$ cat src/sv/hcr_pkg.sv
package hcr_pkg;

  localparam int HEIGHT_BITS = 16;
  localparam int SPAN_W      = HEIGHT_BITS + 1;
  localparam int CFG_DATA_W  = 16;
  localparam int CFG_INDEX_W = 1;
  localparam int IN_TDATA_W  = ((HEIGHT_BITS + 7) / 8) * 8;
  localparam int NUM_CH      = 3;
  localparam int CH_W        = 8;
  localparam int OUT_TDATA_W = NUM_CH * CH_W;
  localparam int QUO_W       = 8;
  localparam int DIV_STAGES  = QUO_W;
  localparam int PROD_W      = HEIGHT_BITS + CH_W;
  localparam int QUEUE_DEPTH = 4;
  localparam int QUEUE_AW    = 2;
  localparam int SETTLE_CYCLES = 5;
  localparam int SETTLE_W    = 3;

  localparam logic [CFG_INDEX_W-1:0] REG_TOP_HEIGHT   = 1'b0;
  localparam logic [CFG_INDEX_W-1:0] REG_OCEAN_HEIGHT = 1'b1;

  typedef enum logic [2:0] {
    SEG_SAND,
    SEG_PLAIN,
    SEG_HIGH_PLAIN,
    SEG_LOW_MOUNTAIN,
    SEG_ROCK,
    SEG_SNOW,
    SEG_BEYOND
  } seg_t;

  // Segment boundaries and lengths derived from the configured heights.
  typedef struct packed {
    logic                   ready;
    logic [SPAN_W-1:0]      span;
    logic [SPAN_W-1:0]      b1;
    logic [SPAN_W-1:0]      b2;
    logic [SPAN_W-1:0]      b3;
    logic [SPAN_W-1:0]      b4;
    logic [SPAN_W-1:0]      b5;
    logic [HEIGHT_BITS-1:0] len10;
    logic [HEIGHT_BITS-1:0] len2;
    logic [HEIGHT_BITS-1:0] len5;
  } ramp_bounds_t;

  typedef struct packed {
    seg_t                   seg;
    logic [HEIGHT_BITS-1:0] offset;
    logic [HEIGHT_BITS-1:0] len;
  } ramp_item_t;

  // Start color of a segment, blue in the top byte, red in the bottom byte.
  function automatic logic [OUT_TDATA_W-1:0] seg_start(seg_t s);
    logic [OUT_TDATA_W-1:0] c;
    case (s)
      SEG_SAND:         c = {8'd36,  8'd178, 8'd228};
      SEG_PLAIN:        c = {8'd80,  8'd208, 8'd146};
      SEG_HIGH_PLAIN:   c = {8'd29,  8'd122, 8'd24};
      SEG_LOW_MOUNTAIN: c = {8'd7,   8'd39,  8'd66};
      SEG_ROCK:         c = {8'd125, 8'd125, 8'd125};
      default:          c = {8'd255, 8'd255, 8'd255};
    endcase
    return c;
  endfunction

  // Magnitude of the color change over a segment, per channel.
  function automatic logic [OUT_TDATA_W-1:0] seg_step_mag(seg_t s);
    logic [OUT_TDATA_W-1:0] c;
    case (s)
      SEG_SAND:         c = {8'd44,  8'd30,  8'd82};
      SEG_PLAIN:        c = {8'd51,  8'd86,  8'd122};
      SEG_HIGH_PLAIN:   c = {8'd22,  8'd83,  8'd42};
      SEG_LOW_MOUNTAIN: c = {8'd118, 8'd86,  8'd59};
      SEG_ROCK:         c = {8'd130, 8'd130, 8'd130};
      default:          c = '0;
    endcase
    return c;
  endfunction

  // Set where the channel falls over the segment; bit 0 is red.
  function automatic logic [NUM_CH-1:0] seg_step_neg(seg_t s);
    logic [NUM_CH-1:0] n;
    case (s)
      SEG_SAND:       n = 3'b001;
      SEG_PLAIN:      n = 3'b111;
      SEG_HIGH_PLAIN: n = 3'b110;
      default:        n = 3'b000;
    endcase
    return n;
  endfunction

endpackage

$ cat src/sv/hcr_bounds.sv
module hcr_bounds
  import hcr_pkg::*;
(
  input  logic                   clk,
  input  logic                   rst,
  input  logic                   cfg_we,
  input  logic [CFG_INDEX_W-1:0] cfg_index,
  input  logic [CFG_DATA_W-1:0]  cfg_data,
  output ramp_bounds_t           bounds
);

  localparam int DIV10_SHIFT = HEIGHT_BITS + 4;
  localparam logic [SPAN_W-1:0] DIV10_MAGIC = SPAN_W'((64'd1 << DIV10_SHIFT) / 64'd10);
  localparam int Q10_W = HEIGHT_BITS - 2;
  localparam logic [SPAN_W-1:0] TEN = SPAN_W'(10);

  logic [CFG_DATA_W-1:0]  top_height;
  logic [CFG_DATA_W-1:0]  ocean_height;
  logic [SETTLE_W-1:0]    settle;

  logic [SPAN_W-1:0]      span_a;
  logic [2*SPAN_W-1:0]    prod_b;
  logic [SPAN_W-1:0]      span_b;
  logic [SPAN_W-1:0]      span_c;
  logic [HEIGHT_BITS-1:0] len10_c, len2_c, len5_c;
  logic [SPAN_W-1:0]      span_d, b2_d, b3_d, t15_d;
  logic [HEIGHT_BITS-1:0] len10_d, len2_d, len5_d;
  logic [SPAN_W-1:0]      span_e, b2_e, b3_e, b4_e, b5_e;
  logic [HEIGHT_BITS-1:0] len10_e, len2_e, len5_e;

  logic [HEIGHT_BITS-1:0] t_h, o_h;
  logic [Q10_W-1:0]       q0;
  logic [SPAN_W-1:0]      r_full;
  logic [4:0]             r5;
  logic [4:0]             rr;
  logic [HEIGHT_BITS-1:0] len10_next;

  always_ff @(posedge clk) begin
    if (rst) begin
      top_height   <= CFG_DATA_W'(255);
      ocean_height <= '0;
      settle       <= SETTLE_W'(SETTLE_CYCLES);
    end else begin
      if (cfg_we) begin
        case (cfg_index)
          REG_TOP_HEIGHT:   top_height   <= cfg_data;
          REG_OCEAN_HEIGHT: ocean_height <= cfg_data;
          default: ;
        endcase
        settle <= SETTLE_W'(SETTLE_CYCLES);
      end else if (settle != '0) begin
        settle <= settle - SETTLE_W'(1);
      end
    end
  end

  assign t_h = HEIGHT_BITS'(top_height);
  assign o_h = HEIGHT_BITS'(ocean_height);

  // Remainder after the reciprocal estimate is below twenty, so one
  // correction step gives the exact tenth.
  always_comb begin
    q0     = prod_b[DIV10_SHIFT +: Q10_W];
    r_full = span_b - SPAN_W'(q0) * TEN;
    r5     = r_full[4:0];
    if (r5 >= 5'd10) begin
      len10_next = HEIGHT_BITS'(q0) + HEIGHT_BITS'(1);
      rr         = r5 - 5'd10;
    end else begin
      len10_next = HEIGHT_BITS'(q0);
      rr         = r5;
    end
  end

  always_ff @(posedge clk) begin
    span_a  <= (t_h < o_h) ? SPAN_W'(1) : SPAN_W'(t_h) - SPAN_W'(o_h) + SPAN_W'(1);

    prod_b  <= (2*SPAN_W)'(span_a) * (2*SPAN_W)'(DIV10_MAGIC);
    span_b  <= span_a;

    span_c  <= span_b;
    len10_c <= len10_next;
    len2_c  <= span_b[SPAN_W-1:1];
    len5_c  <= {len10_next[HEIGHT_BITS-2:0], 1'b0} + HEIGHT_BITS'(rr >= 5'd5);

    span_d  <= span_c;
    b2_d    <= SPAN_W'({len10_c, 1'b0});
    b3_d    <= SPAN_W'({len10_c, 1'b0}) + SPAN_W'(len2_c);
    t15_d   <= SPAN_W'(len10_c) + SPAN_W'(len5_c);
    len10_d <= len10_c;
    len2_d  <= len2_c;
    len5_d  <= len5_c;

    span_e  <= span_d;
    b2_e    <= b2_d;
    b3_e    <= b3_d;
    b4_e    <= b3_d + SPAN_W'(len10_d);
    b5_e    <= b3_d + t15_d;
    len10_e <= len10_d;
    len2_e  <= len2_d;
    len5_e  <= len5_d;
  end

  always_comb begin
    bounds.ready = (settle == '0);
    bounds.span  = span_e;
    bounds.b1    = SPAN_W'(len10_e);
    bounds.b2    = b2_e;
    bounds.b3    = b3_e;
    bounds.b4    = b4_e;
    bounds.b5    = b5_e;
    bounds.len10 = len10_e;
    bounds.len2  = len2_e;
    bounds.len5  = len5_e;
  end

endmodule

$ cat src/sv/hcr_front.sv
module hcr_front
  import hcr_pkg::*;
(
  input  logic                  clk,
  input  logic                  rst,
  input  ramp_bounds_t          bounds,
  input  logic                  s_axis_tvalid,
  output logic                  s_axis_tready,
  input  logic [IN_TDATA_W-1:0] s_axis_tdata,
  input  logic                  queue_full,
  output logic                  push,
  output ramp_item_t            push_item
);

  logic       f_valid;
  ramp_item_t f_item;
  ramp_item_t cls;
  logic       advance;
  logic [SPAN_W-1:0] idx;

  assign advance       = !f_valid || !queue_full;
  assign s_axis_tready = bounds.ready && advance;
  assign push          = f_valid && !queue_full;
  assign push_item     = f_item;

  // Boundaries rise monotonically, so an empty segment never matches.
  always_comb begin
    idx = SPAN_W'(s_axis_tdata[HEIGHT_BITS-1:0]);
    cls.seg    = SEG_SNOW;
    cls.offset = '0;
    cls.len    = HEIGHT_BITS'(1);
    if (idx > bounds.span) begin
      cls.seg = SEG_BEYOND;
    end else if (idx < bounds.b1) begin
      cls.seg    = SEG_SAND;
      cls.offset = HEIGHT_BITS'(idx);
      cls.len    = bounds.len10;
    end else if (idx < bounds.b2) begin
      cls.seg    = SEG_PLAIN;
      cls.offset = HEIGHT_BITS'(idx - bounds.b1);
      cls.len    = bounds.len10;
    end else if (idx < bounds.b3) begin
      cls.seg    = SEG_HIGH_PLAIN;
      cls.offset = HEIGHT_BITS'(idx - bounds.b2);
      cls.len    = bounds.len2;
    end else if (idx < bounds.b4) begin
      cls.seg    = SEG_LOW_MOUNTAIN;
      cls.offset = HEIGHT_BITS'(idx - bounds.b3);
      cls.len    = bounds.len10;
    end else if (idx < bounds.b5) begin
      cls.seg    = SEG_ROCK;
      cls.offset = HEIGHT_BITS'(idx - bounds.b4);
      cls.len    = bounds.len5;
    end
  end

  always_ff @(posedge clk) begin
    if (rst) begin
      f_valid <= 1'b0;
    end else if (advance) begin
      f_valid <= s_axis_tvalid && bounds.ready;
    end
  end

  always_ff @(posedge clk) begin
    if (s_axis_tready && s_axis_tvalid) begin
      f_item <= cls;
    end
  end

endmodule

$ cat src/sv/hcr_queue.sv
module hcr_queue
  import hcr_pkg::*;
(
  input  logic       clk,
  input  logic       rst,
  input  logic       push,
  input  ramp_item_t push_item,
  output logic       full,
  input  logic       pop,
  output logic       valid,
  output ramp_item_t item
);

  ramp_item_t          mem [QUEUE_DEPTH];
  logic [QUEUE_AW-1:0] wr_ptr;
  logic [QUEUE_AW-1:0] rd_ptr;
  logic [QUEUE_AW:0]   count;

  assign full  = (count == (QUEUE_AW+1)'(QUEUE_DEPTH));
  assign valid = (count != '0);
  assign item  = mem[rd_ptr];

  always_ff @(posedge clk) begin
    if (rst) begin
      wr_ptr <= '0;
      rd_ptr <= '0;
      count  <= '0;
    end else begin
      if (push) begin
        wr_ptr <= wr_ptr + QUEUE_AW'(1);
      end
      if (pop) begin
        rd_ptr <= rd_ptr + QUEUE_AW'(1);
      end
      if (push && !pop) begin
        count <= count + (QUEUE_AW+1)'(1);
      end else if (pop && !push) begin
        count <= count - (QUEUE_AW+1)'(1);
      end
    end
  end

  always_ff @(posedge clk) begin
    if (push) begin
      mem[wr_ptr] <= push_item;
    end
  end

  a_no_overflow: assert property (@(posedge clk) disable iff (rst)
    push |-> !full)
    else $error("push into a full queue");

  a_no_underflow: assert property (@(posedge clk) disable iff (rst)
    pop |-> valid)
    else $error("pop from an empty queue");

endmodule

$ cat src/sv/hcr_back.sv
module hcr_back
  import hcr_pkg::*;
(
  input  logic                   clk,
  input  logic                   rst,
  input  logic                   queue_valid,
  input  ramp_item_t             queue_item,
  output logic                   pop,
  output logic                   m_axis_tvalid,
  input  logic                   m_axis_tready,
  output logic [OUT_TDATA_W-1:0] m_axis_tdata,
  output logic [0:0]             m_axis_tuser
);

  logic                   en;
  logic                   v     [DIV_STAGES+1];
  seg_t                   seg_a [DIV_STAGES+1];
  logic [HEIGHT_BITS-1:0] len_a [DIV_STAGES+1];
  logic [PROD_W-1:0]      rem_a [DIV_STAGES+1][NUM_CH];
  logic [QUO_W-1:0]       quo_a [DIV_STAGES+1][NUM_CH];

  logic [PROD_W-1:0]      rem_n [DIV_STAGES+1][NUM_CH];
  logic [QUO_W-1:0]       quo_n [DIV_STAGES+1][NUM_CH];
  logic [OUT_TDATA_W-1:0] mag;
  logic [OUT_TDATA_W-1:0] color;
  logic [OUT_TDATA_W-1:0] start;
  logic [NUM_CH-1:0]      neg;

  // The whole pipeline holds while a finished beat waits at the output.
  assign en  = !m_axis_tvalid || m_axis_tready;
  assign pop = en && queue_valid;
  assign mag = seg_step_mag(queue_item.seg);

  // One restoring step per stage, quotient MSB first.
  always_comb begin
    for (int c = 0; c < NUM_CH; c++) begin
      rem_n[0][c] = '0;
      quo_n[0][c] = '0;
    end
    for (int s = 1; s <= DIV_STAGES; s++) begin
      for (int c = 0; c < NUM_CH; c++) begin
        rem_n[s][c] = rem_a[s-1][c];
        quo_n[s][c] = quo_a[s-1][c];
        if (rem_a[s-1][c] >= (PROD_W'(len_a[s-1]) << (DIV_STAGES - s))) begin
          rem_n[s][c] = rem_a[s-1][c] - (PROD_W'(len_a[s-1]) << (DIV_STAGES - s));
          quo_n[s][c][DIV_STAGES - s] = 1'b1;
        end
      end
    end
  end

  always_ff @(posedge clk) begin
    if (rst) begin
      for (int s = 0; s <= DIV_STAGES; s++) begin
        v[s] <= 1'b0;
      end
      m_axis_tvalid <= 1'b0;
    end else if (en) begin
      v[0] <= pop;
      for (int s = 1; s <= DIV_STAGES; s++) begin
        v[s] <= v[s-1];
      end
      m_axis_tvalid <= v[DIV_STAGES];
    end
  end

  always_ff @(posedge clk) begin
    if (en) begin
      seg_a[0] <= queue_item.seg;
      len_a[0] <= queue_item.len;
      for (int c = 0; c < NUM_CH; c++) begin
        rem_a[0][c] <= PROD_W'(queue_item.offset) * PROD_W'(mag[c*CH_W +: CH_W]);
        quo_a[0][c] <= quo_n[0][c];
      end
      for (int s = 1; s <= DIV_STAGES; s++) begin
        seg_a[s] <= seg_a[s-1];
        len_a[s] <= len_a[s-1];
        for (int c = 0; c < NUM_CH; c++) begin
          rem_a[s][c] <= rem_n[s][c];
          quo_a[s][c] <= quo_n[s][c];
        end
      end
    end
  end

  // The interpolated value always lies between the two end colors.
  always_comb begin
    start = seg_start(seg_a[DIV_STAGES]);
    neg   = seg_step_neg(seg_a[DIV_STAGES]);
    for (int c = 0; c < NUM_CH; c++) begin
      if (neg[c]) begin
        color[c*CH_W +: CH_W] = start[c*CH_W +: CH_W] - quo_a[DIV_STAGES][c];
      end else begin
        color[c*CH_W +: CH_W] = start[c*CH_W +: CH_W] + quo_a[DIV_STAGES][c];
      end
    end
  end

  always_ff @(posedge clk) begin
    if (en) begin
      m_axis_tdata    <= color;
      m_axis_tuser[0] <= (seg_a[DIV_STAGES] == SEG_BEYOND);
    end
  end

endmodule

$ cat src/sv/height_color_ramp.sv
// An accepted input beat passes through the classify register, the queue, the
// product stage, 8 divider stages and the output register. Throughput: one beat
// per cycle unless output back-pressure or a configuration write stalls it; the queue holds 4 items.
// A configuration write holds s_axis_tready low while the segment boundaries
// are recomputed. Reset is synchronous, active high, restores top_height 255
// and ocean_height 0, and holds s_axis_tready low in the same way.
module height_color_ramp
  import hcr_pkg::*;
(
  input  logic                   clk,
  input  logic                   rst,
  input  logic                   cfg_we,
  input  logic [CFG_INDEX_W-1:0] cfg_index,
  input  logic [CFG_DATA_W-1:0]  cfg_data,
  input  logic                   s_axis_tvalid,
  output logic                   s_axis_tready,
  input  logic [IN_TDATA_W-1:0]  s_axis_tdata,   // height_index
  output logic                   m_axis_tvalid,
  input  logic                   m_axis_tready,
  output logic [OUT_TDATA_W-1:0] m_axis_tdata,   // red, green, blue
  output logic [0:0]             m_axis_tuser    // beyond_span
);

  ramp_bounds_t bounds;
  logic         queue_full;
  logic         push;
  ramp_item_t   push_item;
  logic         pop;
  logic         queue_valid;
  ramp_item_t   queue_item;

  hcr_bounds u_bounds (
    .clk       (clk),
    .rst       (rst),
    .cfg_we    (cfg_we),
    .cfg_index (cfg_index),
    .cfg_data  (cfg_data),
    .bounds    (bounds)
  );

  hcr_front u_front (
    .clk           (clk),
    .rst           (rst),
    .bounds        (bounds),
    .s_axis_tvalid (s_axis_tvalid),
    .s_axis_tready (s_axis_tready),
    .s_axis_tdata  (s_axis_tdata),
    .queue_full    (queue_full),
    .push          (push),
    .push_item     (push_item)
  );

  hcr_queue u_queue (
    .clk       (clk),
    .rst       (rst),
    .push      (push),
    .push_item (push_item),
    .full      (queue_full),
    .pop       (pop),
    .valid     (queue_valid),
    .item      (queue_item)
  );

  hcr_back u_back (
    .clk           (clk),
    .rst           (rst),
    .queue_valid   (queue_valid),
    .queue_item    (queue_item),
    .pop           (pop),
    .m_axis_tvalid (m_axis_tvalid),
    .m_axis_tready (m_axis_tready),
    .m_axis_tdata  (m_axis_tdata),
    .m_axis_tuser  (m_axis_tuser)
  );

  a_cfg_blocks_input: assert property (@(posedge clk) disable iff (rst)
    cfg_we |=> !s_axis_tready)
    else $error("input accepted while boundaries are being recomputed");

  a_beyond_is_white: assert property (@(posedge clk) disable iff (rst)
    (m_axis_tvalid && m_axis_tuser[0]) |-> (m_axis_tdata == {OUT_TDATA_W{1'b1}}))
    else $error("beyond-span beat is not white");

endmodule

$ cat config.mk
export PLATFORM = sky130hd
export DESIGN_NAME = height_color_ramp
export DESIGN_NICKNAME = d
export VERILOG_FILES = /design/src/sv/hcr_pkg.sv /design/src/sv/hcr_bounds.sv /design/src/sv/hcr_front.sv /design/src/sv/hcr_queue.sv /design/src/sv/hcr_back.sv /design/src/sv/height_color_ramp.sv
export SDC_FILE = /design/constraint.sdc
export NUM_CORES = 2
export LEC_CHECK = 0
export BUFFER_PORTS_ARGS = -buffer_cell sky130_fd_sc_hd__buf_2
export CORE_ASPECT_RATIO = 0.9
export CORE_UTILIZATION = 40
export CTS_BUF_LIST = sky130_fd_sc_hd__clkbuf_16
export DETAILED_ROUTE_END_ITERATION = 10
export GPL_TIMING_DRIVEN = 1
export HOLD_SLACK_MARGIN = 0.05
export PLACE_DENSITY = 0.54
export SYNTH_ARGS = -nofsm -noshare
export SYNTH_HDL_FRONTEND = slang
export SYNTH_HIERARCHICAL = 1
export SYNTH_SLANG_ARGS = --single-unit
$ cat constraint.sdc
create_clock -name clk -period 40.1 [get_ports clk]
set_input_delay 8.02 -clock clk [delete_from_list [all_inputs] [get_ports clk]]
set_output_delay 8.02 -clock clk [all_outputs]
set_load 0.01 [all_outputs]
==> impl_results.md <==
- Synth Flop Type: edfxtp_1
- Die width: 499.5 um
- #FFs+latches synth: 1324
- Initial Utilization: 0.4045
- Total clock sinks: 1324
- Synth top area cells: edfxtp_1, ha_1, fa_1, dfxtp_1, inv_1
- GPL Wtd Cong: 0.9278
- Max-slew headroom: 0.2498
- Post-route minimum period: 11.16 ns
- Final ANT Viol Nets: 0
- Antenna violations before repair: 6
- Setup TNS: 0 ns
- Setup CP Type: input port to register
- Worst Path Buf+Inv: 5
- Root buffer cell: clkbuf_16
- CP delay by family, top: buffers and inverters
- Row Count: 163
- Sum of net half-perimeters after detailed placement: 190800 um
- Post-Route WL: 238300 um
- Fraction of layout cells with a size suffix above 1: 0.06239
- Worst path slowest cell: buf_4
- Final hold vios: 0
- CP Launch Type: input port
- Via count: 60950
- Vias per inst: 5.309
- IO Pins: 65
- Placed instance area: 92150 um2
- CP required: 40.48 ns
- CTS H-Tree Depth: 4
- DR DRC count: 0
- Max stage delay on crit path: 0.84 ns
- Mapped cell area: 89090 um2
- Commonest non-fill, non-tap cell in the layout: inv_1
- Final Max Tran Viols: 0
- First drt pass iteration count: 8
- Cts hold-fix bufs: 0
- Sequential-to-total area share from yosys stat: 0.4152
- Clk_lat worst skew: 0.79 ns
- Drt first-iter violations: 4436
- Worst min path class: register to register
- Post-synth top area cell: edfxtp_1
- Setup violators final: 0
- WL per Instance: 20.76 um
- Cts repair resizes: 0
- CP endpoint kind: register
- Crit path cell chain: buf_2, nor2b_1, inv_8, buf_4, buf_4, buf_12
- Status: complete, no violations
- Die Area: 224600 um2
- Worst slew pin tran: 1.124 ns
- Number of flops mapped to enable cells by yosys: 1048
- Core area: 220300 um2
- Synth unique cells: 126
- TritonCTS Buffers: 144
- Unrepaired setup endpoints after global routing: false
- Gate Count Post-Synth: 8452
- Port Buffer Count: 64
- Fin crit share: 0.2783
- Clock-pin transition on the worst setup and hold timing paths: 0.06 ns
- Skew final: 0.03151 ns
- Synthesized area per cell: 10.54 um2
- Commonest cells after routing, fill and taps aside: inv_1, edfxtp_1, ha_1
- Max Cap Viol: 0
- Number of global-route vias before repair: 60450
- CTS tree: built
- Setup bufs post-CTS: 0
- Die H: 449.7 um
- CTS max path bufs: 3
- Cell area after layout: 96920 um2
- GR Overflow Total: 0
- Critical path fanouts, max: 179
- Synthesis warning total: 6
- Async SR Flop Fraction: 0
- Total GRT Usage: 0.2105
- NumNets Final: 9767
- Global-route wire length before repair: 364100 um
- Fmax: 89.59 MHz
- Yosys top cell area share: 0.3532
- Layout area overhead: 8.781%
- Cell mode on critical path: buf_4
- Worst Path Arrival: 11.54 ns
- Largest net degree at the start of global routing: 180
[synth_stat cells, drive strengths merged (158+ instances only)]
library cell and instances:
xnor2 291, nor2 620, inv 1036, nor3 158, fa 341, dfxtp 276, o21ai 438, ha 910
nand2 569, edfxtp 1048, a21oi 523, xor2 236, a21o 221
[metrics by stage]
| step | hold WS, ns | util | worst slack [ns] | instances |
|---|---|---|---|---|
| floorplan | 0.3096 | - | 12.83 | 8456 |
| global route | 0.3349 | 0.4400 | 28.67 | 11480 |
| finish | 0.3266 | 0.4400 | 28.94 | 11480 |
| CTS | 0.3272 | 0.4400 | 28.95 | 11480 |
| global placement | 0.3119 | 0.4184 | 28.23 | 11220 |
| detailed placement | 0.3121 | 0.4184 | 28.10 | 11220 |
[cell families after synthesis]
group                    after synthesis  share of synthesized area
XOR/XNOR                             527                    0.05181
AO/OA/AOI/OAI                       1884                     0.1383
multiplexers                         122                    0.01970
buffers and inverters               1265                    0.05835
other                                  1                 0.00004209
flip-flops                          1324                     0.4152
adder cells (fa/ha/maj)             1251                     0.2044
AND/OR/NAND/NOR                     2078                     0.1122
[worst paths after layout]
path	startpoint	endpoint	slack [ns]	depth (start not counted)
worst max register to register	register	u_back/rem_a[0][68]	31.91	19
worst max-delay path	m_axis_tready	u_back/rem_a[0][43]	28.94	6
worst min register to register	u_bounds/len2_d[5]	u_bounds/len2_e[5]	0.33	0
worst min-delay path	u_bounds/len2_d[5]	u_bounds/len2_e[5]	0.33	0
[final cells by class]
cell class | instances | area, um2
Clock buffer | 150 | 3754
Fill cell | 20780 | 123300
Multi-Input combinational cell | 5867 | 46990
Tap cell | 2887 | 3612
Antenna cell | 2 | 5.005
Sequential cell | 1324 | 37000
Inverter | 1036 | 3896
Timing Repair Buffer | 105 | 653.1
Clock inverter | 109 | 1007
[flip-flops by register name (all words and copies together), names as in the netlist, 24 cells and up, named ones only]
name and flops:
u_back/rem_a 576, u_queue/mem 140, u_back/len_a 128, u_back/quo_a 108, u_front/push_item 35, u_back/seg_a 27, u_back/m_axis_tdata 24
[per-layer routing]
metal | wire length (um) | track usage | up-vias
met5 | 0 | 0 | -
met4 | 7148 | 0.06313 | 0
met3 | 9071 | 0.02573 | 325
met2 | 109300 | 0.3432 | 1337
met1 | 112800 | 0.2914 | 29270
li1 | - | - | 30030
Power is not shown: default switching activity piles up to over one toggle a cycle in this logic, so the estimate is an artifact.
